**src/rtl/rv64d_pkg.sv**
```systemverilog
`timescale 1ns / 1ps
package rv64d_pkg;

	localparam logic [6:0] OPC_OP     = 7'b0110011;
	localparam logic [6:0] OPC_OP_IMM = 7'b0010011;
	localparam logic [6:0] OPC_LOAD   = 7'b0000011;
	localparam logic [6:0] OPC_STORE  = 7'b0100011;
	localparam logic [6:0] OPC_BRANCH = 7'b1100011;
	localparam logic [6:0] OPC_JAL    = 7'b1101111;
	localparam logic [6:0] OPC_JALR   = 7'b1100111;
	localparam logic [6:0] OPC_LUI    = 7'b0110111;
	localparam logic [6:0] F7_ALT     = 7'b0100000;
	localparam logic [5:0] F6_SRAI    = 6'b010000;

	localparam logic [5:0] KIND_SUB   = 6'd1;
	localparam logic [5:0] KIND_SRA   = 6'd7;
	localparam logic [5:0] KIND_SLLI  = 6'd14;
	localparam logic [5:0] KIND_SRLI  = 6'd15;
	localparam logic [5:0] KIND_SRAI  = 6'd16;
	localparam logic [5:0] KIND_LOAD0 = 6'd19;
	localparam logic [5:0] KIND_JALR  = 6'd26;
	localparam logic [5:0] KIND_STOR0 = 6'd27;
	localparam logic [5:0] KIND_JAL   = 6'd31;
	localparam logic [5:0] KIND_LUI   = 6'd32;
	localparam logic [5:0] KIND_UNREC = 6'd39;

	localparam int LINE_W = 20;

	typedef struct packed {
		logic [5:0]        kind;
		logic signed [31:0] imm;
		logic              branch;
		logic signed [LINE_W-1:0] offset;
	} dec_t;

	function automatic logic [5:0] r_kind(input logic [2:0] f3);
		logic [5:0] k;
		case (f3)
			3'd0: k = 6'd0;
			3'd1: k = 6'd5;
			3'd2: k = 6'd8;
			3'd3: k = 6'd9;
			3'd4: k = 6'd2;
			3'd5: k = 6'd6;
			3'd6: k = 6'd3;
			default: k = 6'd4;
		endcase
		return k;
	endfunction

	function automatic logic [5:0] i_kind(input logic [2:0] f3);
		logic [5:0] k;
		case (f3)
			3'd0: k = 6'd10;
			3'd2: k = 6'd17;
			3'd3: k = 6'd18;
			3'd4: k = 6'd11;
			3'd6: k = 6'd12;
			3'd7: k = 6'd13;
			default: k = KIND_UNREC;
		endcase
		return k;
	endfunction

	function automatic logic [5:0] b_kind(input logic [2:0] f3);
		logic [5:0] k;
		case (f3)
			3'd0: k = 6'd33;
			3'd1: k = 6'd34;
			3'd4: k = 6'd35;
			3'd5: k = 6'd36;
			3'd6: k = 6'd37;
			3'd7: k = 6'd38;
			default: k = KIND_UNREC;
		endcase
		return k;
	endfunction

endpackage

```
**src/rtl/rv64d_decode.sv**
```systemverilog
`timescale 1ns / 1ps
module rv64d_decode (
	input  logic [31:0]     instruction,
	output rv64d_pkg::dec_t dec
);
	logic [6:0] opc;
	logic [2:0] f3;
	logic [6:0] f7;
	logic [5:0] f6;
	logic signed [20:0] j_imm;
	logic signed [12:0] b_imm;
	logic signed [31:0] off_full;

	assign opc = instruction[6:0];
	assign f3  = instruction[14:12];
	assign f7  = instruction[31:25];
	assign f6  = instruction[31:26];
	assign j_imm = {instruction[31], instruction[19:12], instruction[20],
		instruction[30:21], 1'b0};
	assign b_imm = {instruction[31], instruction[7], instruction[30:25],
		instruction[11:8], 1'b0};

	always_comb begin
		dec.kind   = rv64d_pkg::KIND_UNREC;
		dec.imm    = '0;
		dec.branch = 1'b0;
		case (opc)
			rv64d_pkg::OPC_OP: begin
				if (f7 == 7'd0) dec.kind = rv64d_pkg::r_kind(f3);
				else if (f7 == rv64d_pkg::F7_ALT && f3 == 3'd0) dec.kind = rv64d_pkg::KIND_SUB;
				else if (f7 == rv64d_pkg::F7_ALT && f3 == 3'd5) dec.kind = rv64d_pkg::KIND_SRA;
			end
			rv64d_pkg::OPC_OP_IMM: begin
				if (f3 == 3'd1) begin
					if (f6 == 6'd0) dec.kind = rv64d_pkg::KIND_SLLI;
				end else if (f3 == 3'd5) begin
					if (f6 == 6'd0) dec.kind = rv64d_pkg::KIND_SRLI;
					else if (f6 == rv64d_pkg::F6_SRAI) dec.kind = rv64d_pkg::KIND_SRAI;
				end else begin
					dec.kind = rv64d_pkg::i_kind(f3);
				end
				if (f3 == 3'd1 || f3 == 3'd5) begin
					if (dec.kind != rv64d_pkg::KIND_UNREC)
						dec.imm = {26'd0, instruction[25:20]};
				end else begin
					dec.imm = {{20{instruction[31]}}, instruction[31:20]};
				end
			end
			rv64d_pkg::OPC_LOAD: begin
				if (f3 != 3'd7) begin
					dec.kind = rv64d_pkg::KIND_LOAD0 + {3'd0, f3};
					dec.imm  = {{20{instruction[31]}}, instruction[31:20]};
				end
			end
			rv64d_pkg::OPC_JALR: begin
				if (f3 == 3'd0) begin
					dec.kind = rv64d_pkg::KIND_JALR;
					dec.imm  = {{20{instruction[31]}}, instruction[31:20]};
				end
			end
			rv64d_pkg::OPC_STORE: begin
				if (!f3[2]) begin
					dec.kind = rv64d_pkg::KIND_STOR0 + {3'd0, f3};
					dec.imm  = {{20{instruction[31]}}, instruction[31:25], instruction[11:7]};
				end
			end
			rv64d_pkg::OPC_JAL: begin
				dec.kind   = rv64d_pkg::KIND_JAL;
				dec.imm    = {{11{j_imm[20]}}, j_imm};
				dec.branch = 1'b1;
			end
			rv64d_pkg::OPC_LUI: begin
				dec.kind = rv64d_pkg::KIND_LUI;
				dec.imm  = {instruction[31:12], 12'd0};
			end
			rv64d_pkg::OPC_BRANCH: begin
				dec.kind = rv64d_pkg::b_kind(f3);
				if (dec.kind != rv64d_pkg::KIND_UNREC) begin
					dec.imm    = {{19{b_imm[12]}}, b_imm};
					dec.branch = 1'b1;
				end
			end
			default: ;
		endcase
		// divide by four toward zero: add three before the shift when negative
		off_full = ($signed(dec.imm) + (dec.imm[31] ? 32'sd3 : 32'sd0)) >>> 2;
		dec.offset = off_full[rv64d_pkg::LINE_W-1:0];
	end
endmodule

```
**src/rtl/rv64d_search.sv**
```systemverilog
`timescale 1ns / 1ps
module rv64d_search #(
	parameter int MAX_LABELS = 64
) (
	input  logic                         clk,
	input  logic                         arst_n,
	input  logic                         start,
	input  logic [rv64d_pkg::LINE_W-1:0] key,
	input  logic [$clog2(MAX_LABELS+1)-1:0] used,
	input  logic                         wr_en,
	input  logic [$clog2(MAX_LABELS)-1:0] wr_idx,
	input  logic [rv64d_pkg::LINE_W-1:0] wr_line,
	output logic                         done,
	output logic                         found,
	output logic [$clog2(MAX_LABELS)-1:0] idx
);
	localparam int IW = $clog2(MAX_LABELS);
	localparam int CW = $clog2(MAX_LABELS + 1);

	logic [rv64d_pkg::LINE_W-1:0] mem [MAX_LABELS];
	logic [rv64d_pkg::LINE_W-1:0] rd_q;
	logic [CW-1:0] addr_q;
	logic [CW-1:0] chk_q;
	logic          busy_q;
	logic          rd_vld_q;
	logic [CW-1:0] next_addr;

	assign next_addr = addr_q + CW'(1);

	always_ff @(posedge clk) begin
		if (wr_en) mem[wr_idx] <= wr_line;
		rd_q <= mem[addr_q[IW-1:0]];
	end

	// one table entry read per cycle while a search is busy; the registered read is compared with the key
	always_ff @(posedge clk or negedge arst_n) begin
		if (!arst_n) begin
			busy_q   <= 1'b0;
			rd_vld_q <= 1'b0;
			addr_q   <= '0;
			chk_q    <= '0;
			done     <= 1'b0;
			found    <= 1'b0;
			idx      <= '0;
		end else begin
			done <= 1'b0;
			if (start) begin
				addr_q   <= '0;
				rd_vld_q <= 1'b0;
				found    <= 1'b0;
				idx      <= '0;
				if (used == '0) begin
					done <= 1'b1;
				end else begin
					busy_q <= 1'b1;
				end
			end else if (busy_q) begin
				if (rd_vld_q && rd_q == key) begin
					busy_q <= 1'b0;
					done   <= 1'b1;
					found  <= 1'b1;
					idx    <= chk_q[IW-1:0];
					rd_vld_q <= 1'b0;
				end else if (rd_vld_q && next_addr > used && chk_q + CW'(1) == used) begin
					busy_q <= 1'b0;
					done   <= 1'b1;
					rd_vld_q <= 1'b0;
				end else begin
					if (addr_q < used) begin
						chk_q    <= addr_q;
						rd_vld_q <= 1'b1;
						addr_q   <= next_addr;
					end else begin
						rd_vld_q <= 1'b0;
						busy_q   <= 1'b0;
						done     <= 1'b1;
					end
				end
			end
		end
	end
endmodule

```
**src/rtl/rv64i_decode_with_branch_labels.sv**
```systemverilog
`timescale 1ns / 1ps
// channel | valid     | stall     | payload
// in      | in_valid  | in_stall  | instruction
// out     | out_valid | out_stall | op_kind .. label_table_full
//
// the label memory is walked one entry per cycle through its single read port;
// a word that is not a branch or jal walks it once (current line) before its result
// is given, a branch or jal walks twice (current line, then target line)
// reset clears the line count and label count; the label memory needs no clearing
// in_stall is high from acceptance until the result is produced; a new beat may be
// taken while the result waits, but its search starts only once the result is taken
// the result is held in output registers while out_stall is high
module rv64i_decode_with_branch_labels #(
	parameter int MAX_LABELS = 64
) (
	input  logic               clk,
	input  logic               arst_n,
	input  logic               in_valid,
	output logic               in_stall,
	input  logic [31:0]        instruction,
	output logic               out_valid,
	input  logic               out_stall,
	output logic [5:0]         op_kind,
	output logic [4:0]         dest_reg,
	output logic [4:0]         src_reg_a,
	output logic [4:0]         src_reg_b,
	output logic signed [31:0] immediate,
	output logic signed [19:0] target_line,
	output logic [5:0]         target_label,
	output logic               target_label_new,
	output logic               backward_new_label,
	output logic               line_has_label,
	output logic [5:0]         line_label,
	output logic               label_table_full
);
	localparam int IW = $clog2(MAX_LABELS);
	localparam int CW = $clog2(MAX_LABELS + 1);
	localparam int LW = rv64d_pkg::LINE_W;

	typedef enum logic [4:0] {
		ST_IDLE  = 5'b00001,
		ST_LINE  = 5'b00010,
		ST_TGT   = 5'b00100,
		ST_ALLOC = 5'b01000,
		ST_OUT   = 5'b10000
	} state_t;

	state_t state_q;
	logic [15:0]  line_q;
	logic [CW-1:0] used_q;
	logic [31:0]  ins_q;
	rv64d_pkg::dec_t dec, dec_q;
	logic [LW-1:0] tline_q;
	logic [LW-1:0] key;
	logic          srch_start;
	logic          srch_done, srch_found;
	logic [IW-1:0] srch_idx;
	logic          wr_en;
	logic [15:0]   line_nx;

	rv64d_decode u_dec (.instruction(ins_q), .dec(dec));

	// the target key must stay put for the whole target walk
	assign key = (state_q == ST_TGT || state_q == ST_ALLOC) ? tline_q :
		{{(LW-16){1'b0}}, line_q};
	assign wr_en = (state_q == ST_ALLOC) && srch_done && !srch_found && (used_q < CW'(MAX_LABELS));

	rv64d_search #(.MAX_LABELS(MAX_LABELS)) u_srch (
		.clk(clk), .arst_n(arst_n), .start(srch_start), .key(key), .used(used_q),
		.wr_en(wr_en), .wr_idx(used_q[IW-1:0]), .wr_line(tline_q),
		.done(srch_done), .found(srch_found), .idx(srch_idx)
	);

	assign in_stall = (state_q != ST_IDLE);
	assign line_nx  = line_q + 16'd1;

	// ST_LINE starts the line search; ST_TGT starts the target search, which ST_ALLOC waits on
	always_comb begin
		srch_start = 1'b0;
		if (state_q == ST_LINE && !out_valid) srch_start = 1'b1;
		if (state_q == ST_TGT) srch_start = 1'b1;
	end

	always_ff @(posedge clk or negedge arst_n) begin
		if (!arst_n) begin
			state_q   <= ST_IDLE;
			line_q    <= '0;
			used_q    <= '0;
			out_valid <= 1'b0;
		end else begin
			if (out_valid && !out_stall) out_valid <= 1'b0;
			case (state_q)
				ST_IDLE: begin
					if (in_valid) begin
						ins_q   <= instruction;
						line_q  <= line_nx;
						state_q <= ST_LINE;
					end
				end
				ST_LINE: begin
					if (srch_start) begin
						dec_q <= dec;
						tline_q <= LW'(line_q) + dec.offset;
						op_kind   <= dec.kind;
						dest_reg  <= ins_q[11:7];
						src_reg_a <= ins_q[19:15];
						src_reg_b <= ins_q[24:20];
						immediate <= dec.imm;
						target_line <= dec.branch ? (LW'(line_q) + dec.offset) : '0;
						target_label <= '0;
						target_label_new <= 1'b0;
						backward_new_label <= 1'b0;
						label_table_full <= 1'b0;
						state_q <= ST_OUT;
					end
				end
				ST_OUT: begin
					// wait for the line search
					if (srch_done) begin
						line_has_label <= srch_found;
						line_label <= srch_found ? 6'(srch_idx) : 6'd0;
						if (dec_q.branch) state_q <= ST_TGT;
						else begin
							out_valid <= 1'b1;
							state_q <= ST_IDLE;
						end
					end
				end
				ST_TGT: state_q <= ST_ALLOC;
				ST_ALLOC: begin
					if (srch_done) begin
						if (srch_found) begin
							target_label <= 6'(srch_idx);
						end else if (used_q < CW'(MAX_LABELS)) begin
							target_label <= 6'(used_q);
							target_label_new <= 1'b1;
							backward_new_label <= dec_q.offset[LW-1];
							used_q <= used_q + CW'(1);
						end else begin
							label_table_full <= 1'b1;
						end
						out_valid <= 1'b1;
						state_q <= ST_IDLE;
					end
				end
				default: state_q <= ST_IDLE;
			endcase
		end
	end
endmodule

```
**config.mk**
```make
export PLATFORM = sky130hd
export DESIGN_NAME = rv64i_decode_with_branch_labels
export DESIGN_NICKNAME = d
export VERILOG_FILES = /design/src/rtl/rv64d_pkg.sv /design/src/rtl/rv64d_decode.sv /design/src/rtl/rv64d_search.sv /design/src/rtl/rv64i_decode_with_branch_labels.sv
export SDC_FILE = /design/constraint.sdc
export NUM_CORES = 2
export LEC_CHECK = 0
export ABC_AREA = 1
export BUFFER_PORTS_ARGS = -buffer_cell sky130_fd_sc_hd__buf_2
export CORE_MARGIN = 2
export CORE_UTILIZATION = 35
export CTS_CLUSTER_SIZE = 24
export DETAILED_ROUTE_END_ITERATION = 12
export GPL_TIMING_DRIVEN = 0
export PLACE_DENSITY = 0.51
export SLEW_MARGIN = 20
export SYNTH_ARGS = -nofsm -noshare
export SYNTH_HDL_FRONTEND = slang
export SYNTH_SLANG_ARGS = --single-unit
```
**constraint.sdc**
```tcl
create_clock -name clk -period 20.1 [get_ports clk]
set_clock_uncertainty 0.2 [all_clocks]
set_input_delay 4.02 -clock clk [delete_from_list [all_inputs] [get_ports clk]]
set_output_delay 4.02 -clock clk [all_outputs]
set_load 0.005 [all_outputs]
```
==> results.yml <==
run_status:
  outcome: "complete, no violations"
layout:
  multi_input_area_mm2: 0.0142
  largest_register: "u_srch.mem"
  n_fill_cell: 15400
  ff_latch_area_mm2: 0.0445
  drive_above_1_share_pct: 14.8
  fin_nets: 4909
  reg_top3: "u_srch.mem (1280), immediate (32), ins_q (32)"
  area_growth_pct: 20.3
  final_cells: 7175
  largest_register_ffs: 1280
  postLayoutCellArea_mm2: 0.0719
sta:
  rsz0062_at_grt: "no"
  period_share_pct: 31.6
  setup_violations: 0
  max_freq_mhz: 157
  hold_viol_final: 0
  hold_ws_ns: 0.263
  worst_pin_slew_ns: 1.35
  period_needed_ns: 6.35
  drv_slew: 0
  setup_tns_ns: 0
  slew_headroom_pct: 9.74
detailed_routing:
  drcViolationCount: 0
  met1_length_mm: 89.0
  drtIter0Drc: 5142
  via_per_inst: 5.77
  wl_met2_mm: 96.2
  post_drt_wl_per_cell_um: 30.2
  ant_nets: 0
  routed-wl-met3_mm: 21.0
  routed.top_layer: "met5"
  vias: 41400
  firstDrtPassIters: 6
  routed_wirelength_mm: 217
placement:
  hpwl_mm: 156
  io_buffers: 126
  routabilityCongestion: 0.973
  dp.cells: 6887
  post_dp_cell_area_mm2: 0.0668
synthesis:
  synthCells: 4353
  avgSynthCellArea_um2: 13.7
  syn_area_mm2: 0.0598
  synth_edf_count: 1423
  synthFlopType: "edfxtp_1"
  synth-seq-cells: 1496
  synth.distinct_cells: 66
  yosysSeqAreaShare_pct: 74.4
  ys_async_sr_fraction_pct: 3.54
  yosysWarnings: 0
  syn_nets: 4432
power_and_ir_drop:
  power.leakage_nw: 24.4
  power_mw: 6.94
  ir_worst_vdd_uv: 65.5
  p_per_area_mw_per_mm2: 96.5
worst_hold_path:
  min_from: "u_srch.found"
  hold-path-cell-count: 0
  hp-class: "reg -> reg"
  whs_endpoint: "line_has_label"
clocking:
  clk_pin_slew_ns: 0.06
  cts_root_buffer: "clkbuf_16"
  ctsHoldBuffers: 0
  cts_buffer_depth: 3
  h-tree-depth: 4
  cts_tree: "built"
  postCtsSetupBuffers: 0
  cts_buffers: 159
  cts_resized: 0
  cts.sinks: 1496
  insertion_delay_ns: 0.81
critical_path:
  crit_slowest_cell: "edfxtp_1"
  crit_buf_inv: 4
  max_stage_delay_ns: 0.61
  cp_top_family: "compound AO/OA/AOI/OAI gates"
  critical_path_class: "reg -> reg"
  rr_endpoint: "target_line[14]"
  critPathRequiredTime_ns: 20.57
  cp_max_fo: 10
  rr_worst_depth: 28
  critical_path.reg2reg.startpoint: "ins_q[13]"
  endpoint_kind: "register"
  crit_arrival_ns: 6.82
  start_kind: "register"
  reg2reg_slack_ns: 13.75
floorplan:
  die_x_um: 417
  coreArea_mm2: 0.169
  rows: 151
  dieArea_mm2: 0.174
  start_util_pct: 35.3
  fp.dieH_um: 417
  io_pins: 127
global_routing:
  overflow: 0
  grt_max_degree: 56
  grt.total_usage_pct: 24.5
  antenna_found_initial: 9
  grt_pass1_wl_mm: 302
  grt_pass1_vias: 39200
flow_run:
  max-cap-violations: 0
[synth_stat cells (3+ instances only)]
library cell  count  share of area [%]
o21ai_1          12               0.10
nor3_1           23               0.19
clkbuf_1        235                1.5
nand2_1         553                3.5
o221ai_1        320                4.7
nor3_2            4              0.067
xnor2_1          20               0.29
a21oi_1         694                5.8
clkinv_1          6              0.038
buf_1            18               0.11
o2111ai_1         5              0.073
nand2_2          21               0.22
and2_1            3              0.031
nand4_1          35               0.37
nor2_2           10               0.10
nand2_4          11               0.21
o211ai_1          8               0.10
a31oi_1           6              0.063
nor2_4            5              0.094
dfrtp_1          52                2.2
a2111oi_0         3              0.044
ha_1             42               0.88
or2_2            11               0.12
edfxtp_1       1423                 71
nand3_2           9               0.15
o21ai_0         198                1.7
nor2_1          155               0.97
mux2i_1           4              0.067
nand3_1         183                1.5
nand3_4           6               0.18
inv_1           140               0.88
xor2_1           42               0.62
inv_2            18               0.11
dfxtp_1          20               0.67
nor4_1           10               0.10
buf_6             5              0.094
[cells by family (layout without fill, tap and decap cells)]
kind of cell / after synthesis / count (layout) / share of synthesized area [%]
flops: 1496 / 1496 / 74.4
compound gates: 1266 / 1266 / 12.8
simple gates: 1056 / 1056 / 8.15
buf+inv: 425 / 1027 / 2.74
xor+xnor: 63 / 63 / 0.936
fa+ha+maj: 43 / 43 / 0.913
mux: 4 / 4 / 0.0670
other cells: 0 / 2 / 0
[metrics by stage]
step | worst slack [ns] | util [%]
floorplan | 8.72 | -
global placement | 3.71 | 37.3
detailed placement | 13.04 | 39.4
CTS | 13.72 | 42.4
global route | 13.25 | 42.4
finish | 13.75 | 42.4
[worst reg2reg max path: cells and delay by family (launching register included)]
| kind | cells | cell delay (ns) |
|---|---|---|
| xor+xnor | 1 | 0.39 |
| fa+ha+maj | 4 | 1.12 |
| compound gates | 8 | 1.97 |
| flops | 1 | 0.61 |
| simple gates | 11 | 1.48 |
| buf+inv | 4 | 0.47 |
[cells in the final DEF, fill, tap and decap left out, types with 67 or more instances in the layout]
cell type	count
nand2_1	553
nor2_1	99
a21oi_1	694
nand3_1	183
o21ai_0	198
inv_1	140
clkbuf_1	255
buf_8	67
o221ai_1	320
buf_2	133
clkbuf_16	162
edfxtp_1	1423
[worst max path at each step]
stage	startpoint	to	depth (start not counted)
6_report	ins_q[13]	target_line[14]	28
5_1_grt	ins_q[13]	target_line[14]	29
4_1_cts	ins_q[13]	target_line[14]	28
3_5_place_dp	arst_n	target_line[9]	9
3_3_place_gp	arst_n	target_line[9]	3
2_1_floorplan	arst_n	dec_q[19]	2
[report_power, final]
part | leakage [nW] | internal [mW] | switching (mW) | total, mW
logic | 8.28 | 0.151 | 0.428 | 0.579
registers | 13.7 | 3.42 | 0.0343 | 3.45
clock network | 2.48 | 1.63 | 1.28 | 2.91
[layer usage]
| metal | vias to the layer above | GRT usage, % |
|---|---|---|
| met5 | - | 0 |
| met3 | 410 | 5.33 |
| li1 | 17600 | - |
| met1 | 21100 | 33.8 |
| met4 | 6 | 10.8 |
| met2 | 2217 | 37.1 |
[area by class of cell]
class                   instances  share of cell area, %
inverters                     165                  0.865
well taps                    2218                   3.86
clock inverters                93                   1.27
diodes                          2                0.00696
multi-input cells            2432                   19.7
clock buffers                 193                   5.81
repair buffers                316                   5.25
plain buffers                 260                   1.43
flip-flops and latches       1496                   61.8
No activity file was read; power rests on OpenSTA's default activity.
